`src/rtl/core/estsc_pkg.sv`:
```
// estsc_pkg: shared types and constants of the ema swing trend score core
// no dependencies
package estsc_pkg;

    localparam int WINDOW_MAX_DEF = 64;

    localparam logic [15:0] GAIN_RST = 16'd6242;
    localparam logic [16:0] BULL_RST = 17'd39322;
    localparam logic [16:0] BEAR_RST = 17'd26214;
    localparam logic [16:0] HALF_Q16 = 17'd32768;

    localparam logic [1:0] CFG_GAIN = 2'd0;
    localparam logic [1:0] CFG_BULL = 2'd1;
    localparam logic [1:0] CFG_BEAR = 2'd2;

    localparam logic [1:0] CLS_BULL     = 2'd0;
    localparam logic [1:0] CLS_BEAR     = 2'd1;
    localparam logic [1:0] CLS_UNSTABLE = 2'd2;

    typedef struct packed {
        logic [31:0] high_price;
        logic [31:0] low_price;
        logic [6:0]  window_len;
        logic        last_candle;
    } candle_t;

    typedef struct packed {
        logic [16:0] trend_score_q16;
        logic [1:0]  trend_class;
        logic [31:0] high_swing_count;
        logic [31:0] low_swing_count;
    } score_t;

endpackage

```
`src/rtl/core/estsc_div.sv`:
```
// estsc_div: radix-2 restoring divider, one quotient bit per cycle
// depends on estsc_pkg
module estsc_div
    import estsc_pkg::*;
(
    input  logic        aclk,
    input  logic        aresetn,
    input  logic        start,
    input  logic [47:0] num,
    input  logic [31:0] den,
    output logic        done,
    output logic [16:0] quo
);
    logic [47:0] n_reg, n_next;
    logic [31:0] r_reg, r_next;
    logic [5:0]  cnt_reg, cnt_next;
    logic        busy_reg, busy_next;
    logic [32:0] trial;

    assign quo  = n_reg[16:0];
    assign done = busy_reg && (cnt_reg == 6'd0);
    assign trial = {r_reg, n_reg[47]};

    always_comb begin
        n_next = n_reg;
        r_next = r_reg;
        cnt_next = cnt_reg;
        busy_next = busy_reg;
        if (start) begin
            n_next = num;
            r_next = 32'd0;
            cnt_next = 6'd48;
            busy_next = 1'b1;
        end else if (busy_reg && cnt_reg != 6'd0) begin
            if (trial >= {1'b0, den}) begin
                r_next = 32'(trial - {1'b0, den});
                n_next = {n_reg[46:0], 1'b1};
            end else begin
                r_next = trial[31:0];
                n_next = {n_reg[46:0], 1'b0};
            end
            cnt_next = cnt_reg - 6'd1;
        end else if (done) begin
            busy_next = 1'b0;
        end
    end

    always_ff @(posedge aclk) begin
        if (!aresetn) begin
            busy_reg <= 1'b0;
            cnt_reg <= 6'd0;
        end else begin
            busy_reg <= busy_next;
            cnt_reg <= cnt_next;
        end
        n_reg <= n_next;
        r_reg <= r_next;
    end
endmodule

```
`src/rtl/core/ema_swing_trend_score_core.sv`:
```
// ema_swing_trend_score_core: top level of the candle trend scorer
// depends on estsc_pkg and estsc_div
//
// usage: candle words enter on s_ (valid/ready); a score word leaves on m_
// only for a candle with last_candle set. config writes on cfg_ (index 0
// gain, 1 bull threshold, 2 bear threshold) are taken while idle.
// each candle runs through a sequencer sharing one 48x16 multiplier built
// from two 24x16 partial products: high series then low series, each
// through two products, a settle step and a swing update; ready comes back
// only when both series are done. on the last candle each series gets a
// prep step, a popcount sweep over the WINDOW_MAX window bits (skipped for
// window 0), a division start and a serial division; after both series the
// score word is registered and offered on m_.
// ready stays low while a candle is in work or a result waits,
// so a stalled receiver holds the block with its word unchanged.
// reset clears all series state and loads the default config registers;
// after a result the series state is cleared again.
module ema_swing_trend_score_core
    import estsc_pkg::*;
#(
    parameter int WINDOW_MAX = WINDOW_MAX_DEF
) (
    input  logic        aclk,
    input  logic        aresetn,
    input  logic        s_valid,
    output logic        s_ready,
    input  candle_t     s_data,
    output logic        m_valid,
    input  logic        m_ready,
    output score_t      m_data,
    input  logic        cfg_valid,
    output logic        cfg_ready,
    input  logic [1:0]  cfg_index,
    input  logic [16:0] cfg_data
);
    localparam int WB = $clog2(WINDOW_MAX + 1);
    localparam int IB = $clog2(WINDOW_MAX);

    typedef enum logic [10:0] {
        ST_IDLE  = 11'b00000000001,
        ST_MUL0  = 11'b00000000010,
        ST_MUL1  = 11'b00000000100,
        ST_UPD   = 11'b00000001000,
        ST_SWING = 11'b00000010000,
        ST_PREP  = 11'b00000100000,
        ST_POP   = 11'b00001000000,
        ST_DSTRT = 11'b00010000000,
        ST_DWAIT = 11'b00100000000,
        ST_FIN   = 11'b01000000000,
        ST_OUT   = 11'b10000000000
    } state_t;

    state_t state_reg, state_next;

    logic [15:0] gain_reg;
    logic [16:0] bull_reg, bear_reg;
    candle_t in_reg;
    logic [1:0] seen_reg;
    logic [47:0] now_reg [2];
    logic [47:0] back_reg [2];
    logic [47:0] lsw_reg [2];
    logic [31:0] sw_reg [2];
    logic [31:0] ri_reg [2];
    logic [WINDOW_MAX-1:0] bits_reg [2];
    logic sel_reg;
    logic [47:0] diff_reg, nxt_reg;
    logic neg_reg;
    logic [39:0] plo_reg;
    logic [16:0] f_reg [2];
    logic [31:0] comps_reg;
    logic [31:0] up_reg;
    logic [IB:0] pi_reg;
    score_t out_reg;

    logic [47:0] price_q16, cur;
    logic [47:0] d_cur, d_price;
    logic [23:0] mul_a;
    logic [39:0] mul_p;
    logic [63:0] prod;
    logic [47:0] step, ema_new;
    logic [WB-1:0] win_c;
    logic [31:0] cnt_c, sw_m1;
    logic [31:0] comps_c;
    logic div_start, div_done;
    logic [16:0] div_q;
    logic [17:0] fsum;
    logic [16:0] score;

    assign cur = now_reg[sel_reg];
    assign price_q16 = {8'd0, (sel_reg ? in_reg.low_price : in_reg.high_price), 8'd0};
    assign mul_a = (state_reg == ST_MUL0) ? diff_reg[23:0] : diff_reg[47:24];
    assign mul_p = mul_a * gain_reg;
    assign prod = {mul_p, 24'd0} + {24'd0, plo_reg};
    assign step = neg_reg ? 48'((prod + 64'd65535) >> 16) : 48'(prod >> 16);
    assign ema_new = neg_reg ? cur - step : cur + step;

    assign s_ready = (state_reg == ST_IDLE);
    assign cfg_ready = (state_reg == ST_IDLE);
    assign m_valid = (state_reg == ST_OUT);
    assign m_data = out_reg;

    always_comb begin
        if (in_reg.window_len > 7'(WINDOW_MAX)) win_c = WB'(WINDOW_MAX);
        else win_c = WB'(in_reg.window_len);
        sw_m1 = (sw_reg[sel_reg] == 32'd0) ? 32'd0 : sw_reg[sel_reg] - 32'd1;
        cnt_c = (sw_reg[sel_reg] < 32'(win_c)) ? sw_reg[sel_reg] : 32'(win_c);
        comps_c = (cnt_c == 32'd0) ? 32'd0 : cnt_c - 32'd1;
    end

    assign div_start = (state_reg == ST_DSTRT);

    estsc_div u_div (
        .aclk(aclk), .aresetn(aresetn), .start(div_start),
        .num({up_reg, 16'd0}), .den(comps_reg), .done(div_done), .quo(div_q)
    );

    assign fsum = {1'b0, f_reg[0]} + {1'b0, f_reg[1]};
    assign score = fsum[17:1];

    always_comb begin
        state_next = state_reg;
        unique case (state_reg)
            ST_IDLE:  if (s_valid) state_next = ST_MUL0;
            ST_MUL0:  state_next = ST_MUL1;
            ST_MUL1:  state_next = ST_UPD;
            ST_UPD:   state_next = ST_SWING;
            ST_SWING: begin
                if (!sel_reg) state_next = ST_MUL0;
                else if (in_reg.last_candle) state_next = ST_PREP;
                else state_next = ST_IDLE;
            end
            ST_PREP: begin
                if (win_c == '0) state_next = ST_DSTRT;
                else state_next = ST_POP;
            end
            ST_POP:   if (pi_reg == (IB+1)'(WINDOW_MAX - 1)) state_next = ST_DSTRT;
            ST_DSTRT: state_next = ST_DWAIT;
            ST_DWAIT: if (div_done) state_next = sel_reg ? ST_FIN : ST_PREP;
            ST_FIN:   state_next = ST_OUT;
            ST_OUT:   if (m_ready) state_next = ST_IDLE;
            default:  state_next = ST_IDLE;
        endcase
    end

    always_ff @(posedge aclk) begin
        if (!aresetn) begin
            state_reg <= ST_IDLE;
            gain_reg <= GAIN_RST;
            bull_reg <= BULL_RST;
            bear_reg <= BEAR_RST;
            seen_reg <= 2'd0;
            sel_reg <= 1'b0;
            for (int i = 0; i < 2; i++) begin
                now_reg[i] <= '0;
                back_reg[i] <= '0;
                lsw_reg[i] <= '0;
                sw_reg[i] <= '0;
                ri_reg[i] <= '0;
                bits_reg[i] <= '0;
            end
        end else begin
            state_reg <= state_next;
            unique case (state_reg)
                ST_IDLE: begin
                    if (cfg_valid) begin
                        if (cfg_index == CFG_GAIN) gain_reg <= cfg_data[15:0];
                        else if (cfg_index == CFG_BULL) bull_reg <= cfg_data;
                        else if (cfg_index == CFG_BEAR) bear_reg <= cfg_data;
                    end
                    if (s_valid) begin
                        in_reg <= s_data;
                        sel_reg <= 1'b0;
                    end
                end
                ST_MUL0: begin
                    plo_reg <= mul_p;
                end
                ST_MUL1: begin
                    nxt_reg <= ema_new;
                end
                ST_UPD: ;
                ST_SWING: begin
                    if (seen_reg == 2'd0) begin
                        now_reg[sel_reg] <= price_q16;
                    end else begin
                        if (seen_reg >= 2'd2 &&
                            (sel_reg ? (cur < back_reg[sel_reg] && cur < nxt_reg)
                                     : (cur > back_reg[sel_reg] && cur > nxt_reg))) begin
                            if (sw_reg[sel_reg] != 32'd0) begin
                                bits_reg[sel_reg] <= {bits_reg[sel_reg][WINDOW_MAX-2:0],
                                                      cur > lsw_reg[sel_reg]};
                                if (cur > lsw_reg[sel_reg] && ri_reg[sel_reg] != '1)
                                    ri_reg[sel_reg] <= ri_reg[sel_reg] + 32'd1;
                            end
                            lsw_reg[sel_reg] <= cur;
                            if (sw_reg[sel_reg] != '1)
                                sw_reg[sel_reg] <= sw_reg[sel_reg] + 32'd1;
                        end
                        back_reg[sel_reg] <= cur;
                        now_reg[sel_reg] <= nxt_reg;
                    end
                    if (sel_reg) begin
                        if (seen_reg != 2'd3) seen_reg <= seen_reg + 2'd1;
                        sel_reg <= in_reg.last_candle ? 1'b0 : 1'b1;
                    end else begin
                        sel_reg <= 1'b1;
                    end
                end
                ST_PREP: begin
                    pi_reg <= '0;
                    if (win_c == '0) begin
                        comps_reg <= sw_m1;
                        up_reg <= (ri_reg[sel_reg] > sw_m1) ? sw_m1 : ri_reg[sel_reg];
                    end else begin
                        comps_reg <= comps_c;
                        up_reg <= 32'd0;
                    end
                end
                ST_POP: begin
                    if (32'(pi_reg) < comps_reg && bits_reg[sel_reg][pi_reg[IB-1:0]])
                        up_reg <= up_reg + 32'd1;
                    pi_reg <= pi_reg + (IB+1)'(1);
                end
                ST_DSTRT: ;
                ST_DWAIT: begin
                    if (div_done) begin
                        f_reg[sel_reg] <= (comps_reg == 32'd0) ? HALF_Q16 : div_q;
                        sel_reg <= ~sel_reg;
                    end
                end
                ST_FIN: begin
                    out_reg.trend_score_q16 <= score;
                    if (score >= bull_reg) out_reg.trend_class <= CLS_BULL;
                    else if (score <= bear_reg) out_reg.trend_class <= CLS_BEAR;
                    else out_reg.trend_class <= CLS_UNSTABLE;
                    out_reg.high_swing_count <= sw_reg[0];
                    out_reg.low_swing_count <= sw_reg[1];
                    seen_reg <= 2'd0;
                    sel_reg <= 1'b0;
                    for (int i = 0; i < 2; i++) begin
                        now_reg[i] <= '0;
                        back_reg[i] <= '0;
                        lsw_reg[i] <= '0;
                        sw_reg[i] <= '0;
                        ri_reg[i] <= '0;
                        bits_reg[i] <= '0;
                    end
                end
                ST_OUT: ;
                default: ;
            endcase
        end
    end

    // diff and sign latched ahead of the first partial product
    assign d_cur = (state_reg == ST_IDLE) ? now_reg[0] : now_reg[1];
    assign d_price = (state_reg == ST_IDLE) ? {8'd0, s_data.high_price, 8'd0}
                                            : {8'd0, in_reg.low_price, 8'd0};

    always_ff @(posedge aclk) begin
        if (state_reg == ST_IDLE || state_reg == ST_SWING) begin
            neg_reg <= (d_price < d_cur);
            diff_reg <= (d_price >= d_cur) ? d_price - d_cur : d_cur - d_price;
        end
    end

    assert property (@(posedge aclk) disable iff (!aresetn)
        m_valid && !m_ready |=> m_valid && $stable(m_data))
        else $error("result word changed while stalled");
    assert property (@(posedge aclk) disable iff (!aresetn)
        m_valid |-> !s_ready)
        else $error("input taken while result pending");
    assert property (@(posedge aclk) disable iff (!aresetn)
        m_valid |-> (m_data.trend_class == CLS_BULL || m_data.trend_class == CLS_BEAR ||
                     m_data.trend_class == CLS_UNSTABLE))
        else $error("bad class code");
endmodule
```
`config.mk`:
```
export PLATFORM = sky130hd
export DESIGN_NAME = ema_swing_trend_score_core
export DESIGN_NICKNAME = d
export VERILOG_FILES = /design/src/rtl/core/estsc_pkg.sv /design/src/rtl/core/estsc_div.sv /design/src/rtl/core/ema_swing_trend_score_core.sv
export SDC_FILE = /design/constraint.sdc
export NUM_CORES = 2
export LEC_CHECK = 0
export BUFFER_PORTS_ARGS = -buffer_cell sky130_fd_sc_hd__buf_4
export CAP_MARGIN = 20
export CORE_ASPECT_RATIO = 1.25
export CORE_UTILIZATION = 46
export DETAILED_ROUTE_END_ITERATION = 16
export GPL_ROUTABILITY_DRIVEN = 0
export GPL_TIMING_DRIVEN = 0
export PLACE_DENSITY = 0.69
export REMOVE_ABC_BUFFERS = 1
export SLEW_MARGIN = 30
export SYNTH_ARGS = -nofsm -noshare
export SYNTH_HDL_FRONTEND = slang
export SYNTH_HIERARCHICAL = 1
export SYNTH_SLANG_ARGS = --single-unit
```
`constraint.sdc`:
```
create_clock -name aclk -period 17.2 [get_ports aclk]
set_input_delay 0 -clock aclk [delete_from_list [all_inputs] [get_ports aclk]]
set_output_delay 0 -clock aclk [all_outputs]
set_load 0.01 [all_outputs]
```
# Word-level counts from Yosys, hierarchy flattened
# Memory sizes are Yosys's and may differ from the RTL's. A register that Yosys moved wholly into a read port is not among the register bits.
# Index checks and enable logic that the tools add are counted.
dict set report totals {
  latchBits 0
  reg_bits 450
  ramBits 578
  n_memories 7
  mem_bits_ro 0
}
dict set report op_classes {
  n_lt_le_gt_ge 16
  n_shift 0
  reduce_logical 43
  n_mux 131
  div 0
  n_eq_ne 25
  add_sub_neg 16
  n_bitwise 17
  mul 1
}
# name depth word_bits read_ports rd_ports_with_merged_regs wr line
set mem_list {}
lappend mem_list {bits_reg 2 64 1 1 2 ema_swing_trend_score_core.sv:64} ;# logic [WINDOW_MAX-1:0] bits_reg [2];
lappend mem_list {back_reg 2 48 1 1 2 ema_swing_trend_score_core.sv:60} ;# logic [47:0] back_reg [2];
lappend mem_list {lsw_reg 2 48 1 1 2 ema_swing_trend_score_core.sv:61} ;# logic [47:0] lsw_reg [2];
lappend mem_list {now_reg 2 48 3 1 2 ema_swing_trend_score_core.sv:59} ;# logic [47:0] now_reg [2];
lappend mem_list {ri_reg 2 32 1 1 2 ema_swing_trend_score_core.sv:63} ;# logic [31:0] ri_reg [2];
lappend mem_list {sw_reg 2 32 3 3 2 ema_swing_trend_score_core.sv:62} ;# logic [31:0] sw_reg [2];
lappend mem_list {{1 more memories} -- -- -- -- -- --}
# op count
set op_table {}
lappend op_table {{48-bit two-way mux} 16}
lappend op_table {{32-bit two-way mux} 15}
lappend op_table {{64-bit two-way mux} 3}
lappend op_table {{48-bit greater-than comparator} 3}
lappend op_table {{48-bit OR reduction} 3}
lappend op_table {{11-bit one-hot mux with 11 select lines} 1}
lappend op_table {{32-bit by 1-bit adder with 32-bit output, second input constant} 3}
lappend op_table {{32-bit zero test} 3}
lappend op_table {{48-bit less-than comparator} 2}
lappend op_table {{1-bit two-way mux} 74}
lappend op_table {{64-bit by 16-bit adder with 64-bit output, second input constant} 1}
lappend op_table {{64-bit by 40-bit adder with 64-bit output} 1}
lappend op_table {{32-bit inequality test, second input constant} 2}
lappend op_table {{32-bit one-hot mux with 2 select lines} 1}
lappend op_table {{32-bit OR reduction} 2}
lappend op_table {{64-bit OR reduction} 1}
lappend op_table {{32-bit by 1-bit subtractor with 32-bit output, second input constant} 2}
lappend op_table {{48-bit adder} 1}
lappend op_table {{40-bit by 48-bit >= comparator with 1-bit output} 1}
lappend op_table {{40-bit by 48-bit less-than comparator with 1-bit output} 1}
lappend op_table {{40-bit by 48-bit subtractor with 48-bit output} 1}
lappend op_table {{48-bit by 40-bit subtractor with 48-bit output} 1}
lappend op_table {{48-bit subtractor} 1}
lappend op_table {{11-bit two-way mux} 4}
lappend op_table {{59 further kinds} 106}

# Longest topological paths before layout
dict set report depth {
  word_depth 11
  ltp_mapped 58
  ltp_nobuf 55
}

# By module
# Netlist, hierarchy kept.
# module n_inst area_per_inst_um2 seq_area_each_um2 cells_per_inst
set modules_own_cells {}
lappend modules_own_cells {ema_swing_trend_score_core 1 71378.5 29558.3 7074}
lappend modules_own_cells {estsc_div 1 5795.6 2222.1 630}

# Least setup slack after synthesis
# No wires, ideal clock.
dict set report synth_path {
  path_type {register to register}
  from {reg state_reg[10]}
  to {reg nxt_reg[47], data pin}
  setup_slack_ps 4962
  t_arrival_ps 11978
  stages_incl_launch_ff 55
  synth_period_minus_slack_ps 12238
  path_cell_list {dfxtp_1 nor4_1 nand3_1 or4b_2 clkbuf_1 clkbuf_1 nand2_1 nand2_1 and2_1 fa_1 inv_1 fa_1 inv_1 fa_1 inv_1 fa_1 inv_1 fa_1 (+19 left out) nor4b_2 nand3_1 nor3_1 nand2_1 nand2_1 xnor2_1 ha_1 a21o_1 a21oi_1 nor3b_1 o211ai_1 nand2_1 o21ai_0 a41o_1 o21ai_0 nand2b_1 a21oi_1 xnor2_1}
}
dict set report synth_between {
  elab_chain_cells 8
  word_cells_on_any_way 9
}
# item line
set synth_rtl {}
lappend synth_rtl {{start: declaration} ema_swing_trend_score_core.sv:53} ;# state_t state_reg, state_next;
lappend synth_rtl {{start signal: assignment} ema_swing_trend_score_core.sv:162} ;# state_reg <= state_next;
lappend synth_rtl {{11-bit by 2-bit == test with 1-bit output (*)} ema_swing_trend_score_core.sv:91} ;# assign mul_a = (state_reg == ST_MUL0) ? diff_reg[23:0] : diff_reg[47:24];
lappend synth_rtl {{24-bit two-way mux (*)} ema_swing_trend_score_core.sv:91}
lappend synth_rtl {{24-bit by 16-bit multiplier with 40-bit output (*)} ema_swing_trend_score_core.sv:92} ;# assign mul_p = mul_a * gain_reg;
lappend synth_rtl {{named net mul_p[12]} ema_swing_trend_score_core.sv:78} ;# logic [39:0] mul_p;
lappend synth_rtl {{64-bit by 40-bit adder with 64-bit output (*)} ema_swing_trend_score_core.sv:93} ;# assign prod = {mul_p, 24'd0} + {24'd0, plo_reg};
lappend synth_rtl {{64-bit by 16-bit adder with 64-bit output} ema_swing_trend_score_core.sv:94} ;# assign step = neg_reg ? 48'((prod + 64'd65535) >> 16) : 48'(prod >> 16);
lappend synth_rtl {{48-bit two-way mux (*)} ema_swing_trend_score_core.sv:94}
lappend synth_rtl {{48-bit adder / 48-bit subtractor (equally long branches)} ema_swing_trend_score_core.sv:95} ;# assign ema_new = neg_reg ? cur - step : cur + step;
lappend synth_rtl {{48-bit two-way mux (*)} ema_swing_trend_score_core.sv:95}
lappend synth_rtl {{named net ema_new[47]} ema_swing_trend_score_core.sv:80} ;# logic [47:0] step, ema_new;
lappend synth_rtl {{end signal: assignment} ema_swing_trend_score_core.sv:179} ;# nxt_reg <= ema_new;
lappend synth_rtl {{end: declaration} ema_swing_trend_score_core.sv:66} ;# logic [47:0] diff_reg, nxt_reg;
# The timed path passes the listed nets; every way through them passes the cells marked *.
# A chain may end at the register's enable or synchronous reset.

# Final worst setup path
# Ends and elaborated chain as after synthesis.

==> results.toml <==
[status]
outcome = "finished clean"

[critical_path]
cp.depth = 50
critPathKind = "reg -> reg"
rr_endpoint = "nxt_reg[47]"
cp_max_fo = 24
reg2regPathDepth = 50
worstPathRequired_ns = 17.70
critPathMaxStageDelay_ns = 0.99
crit_end = "nxt_reg[47]"
ff2ff_setup_slack_ns = 2.53
critPathTopFamily = "simple AND/OR/NAND/NOR gates"
r2r-start = "state_reg[10]"
cp-startpoint = "state_reg[10]"
slowest_stage = "or4b_2"
end_kind = "flop"
cp.arrival_ns = 15.17
cp-start-kind = "flop"
crit_buf_inv = 6

[die]
die_h_um = 459.9
die-area_um2 = 169400
rows = 167
coreArea_um2 = 166100
start_util_pct = 46.46
ios = 182
die_x_um = 368.4

[logic_synthesis]
yosysMostFrequentCell = "edfxtp_1"
muxShareOfSynthArea_pct = 7.132
synthAdderAreaFrac_pct = 16.56
ys_top_cells_by_area = "edfxtp_1 (38%), ha_1 (8.5%), fa_1 (8.1%)"
syn_area_per_cell_um2 = 10.02
netlist_area_um2 = 77170
synth_seq_cells = 1093
synth_top_family_by_area = "adder cells"
synth-simple-area-share_pct = 15.93
synth_top_area_cell = "edfxtp_1"
ys_top_cells_by_count = "edfxtp_1 (989), nand2_1 (879), nor2_1 (846)"
netlist.area_leader.share_pct = 38.48
synth_edf_count = 989
syn_inst = 7704
synth_cell_types = 107
synth-async-reset-ratio_pct = 0
ys.flop_type = "edfxtp_1"
yosysWarningCount = 6
synth_sequential_area_ratio_pct = 41.18
synthXorXnorAreaFrac_pct = 4.334
synth_compound_area_share_pct = 9.544

[hold_path]
hold_class = "in -> reg"

[sta]
skew_ns = 0.05004
rsz0062_at_grt = "false"
tightest_slew_ns = 1.046
fmax_ghz = 0.06819
finalSetupTns_ns = 0
slew_viol_final = 0
period_share_pct = 85.26
timing.hold.ws_ns = 0.06086
setup_viol = 0
hold_viol_final = 0
relSlewSlack_pct = 30.18
period_minus_slack_ns = 14.67

[clock_tree]
cts.htree.levels = 3
cts.path.max_buffers = 3
root_buffer = "clkbuf_16"
post-cts-setup-buffers = 0
clk_latency_ns = 0.76
cts_made_buffers = 113
cts_tree = "built"
cts.repair.resized = 0
path_clk_slew_ns = 0.06
clock_sinks = 1093
cts_hold_buf = 187

[routing]
first_pass_iters = 10
routedWlPerCell_um = 20.76
vias = 58510
drc = 0
drtIter0Drc = 4826
detail-route-antenna-nets = 0
drt-vias-per-instance = 5.709
routed_wl_mm = 212.8

[global_routing]
grt_pass1_wl_mm = 333.4
grt_usage_pct = 25.02
overflow = 0
antenna_found_initial = 2
grt_max_degree = 62
first_global_vias = 59957

[layout]
largest_reg_flops = 128
antenna_cells = 0
drive_gt1_share_pct = 8.793
fillCellCount = 14461
final_nets = 8883
synthToLayoutAreaGrowth_pct = 13.48
fin_util_pct = 52.72

[flow_run]
drv_cap = 0

[placed_design]
hpwl_mm = 159.0
io_buffers = 181
==> cell usage in the layout (no fill, tap or decap), types with 244 or more instances in the layout <==
cell type    n
edfxtp_1   989
nand2_1    865
nor2_1     842
inv_1      720
ha_1       524
mux2i_1    369
a21oi_1    367
o21ai_0    317
fa_1       311
xnor2_1    244
==> area by class of cell <==
type                            instances  area (um2)  area share, %
Clock inverter                         80       955.9          1.092
Clock buffer                          135        3017          3.445
Multi-Input combinational cell       5561       41640          47.54
Timing Repair Buffer                  454        4668          5.330
Tap cell                             2197        2749          3.139
Inverter                              729        2746          3.136
Sequential cell                      1093       31800          36.31
==> cells by family after synthesis <==
kind of cell,after synthesis
and+or+nand+nor,2654
AOI/OAI and AO/OA,1186
DFF,1093
buffers and inverters,1065
adders and majority gates,835
muxes,489
xor gates and xnor gates,381
other,1
==> layer usage <==
metal  wire (um)  GRT usage [%]
met1       83570          30.62
met2      105200          43.54
met3       13300          3.053
met4       10740          12.15
met5          27              0
==> worst min-delay path, cell delays in order <==
cell and delay [ns]:
dlygate4sd3_1 0.53, buf_4 0.13, nand2_1 0.05, nand3_1 0.08
==> metrics by stage <==
step / area [um2] / worst slack (ns) / cells
final: 87580 / 2.535 / 10249
after global routing: 87580 / 1.702 / 10249
after CTS: 87570 / 2.641 / 10249
after detailed placement: 81720 / 2.718 / 9847
after global placement: 79970 / -14.52 / 9761
after floorplan: 75860 / -2.622 / 7383
==> how the worst min path moves through the flow <==
stage,cells after the start,startpoint,slack (ns),to
final,4,cfg_data[11],0.06,gain_reg[11]
after detailed placement,1,s_data[33],0.18,in_reg[33]
after global routing,4,cfg_data[3],0.04,bull_reg[3]
after global placement,1,s_data[10],0.18,in_reg[10]
after floorplan,1,aresetn,0.06,state_reg[0]
after CTS,2,s_data[0],0.0007,in_reg[0]
Power is not shown: default switching activity piles up to over one toggle a cycle in this logic, so the estimate is an artifact.
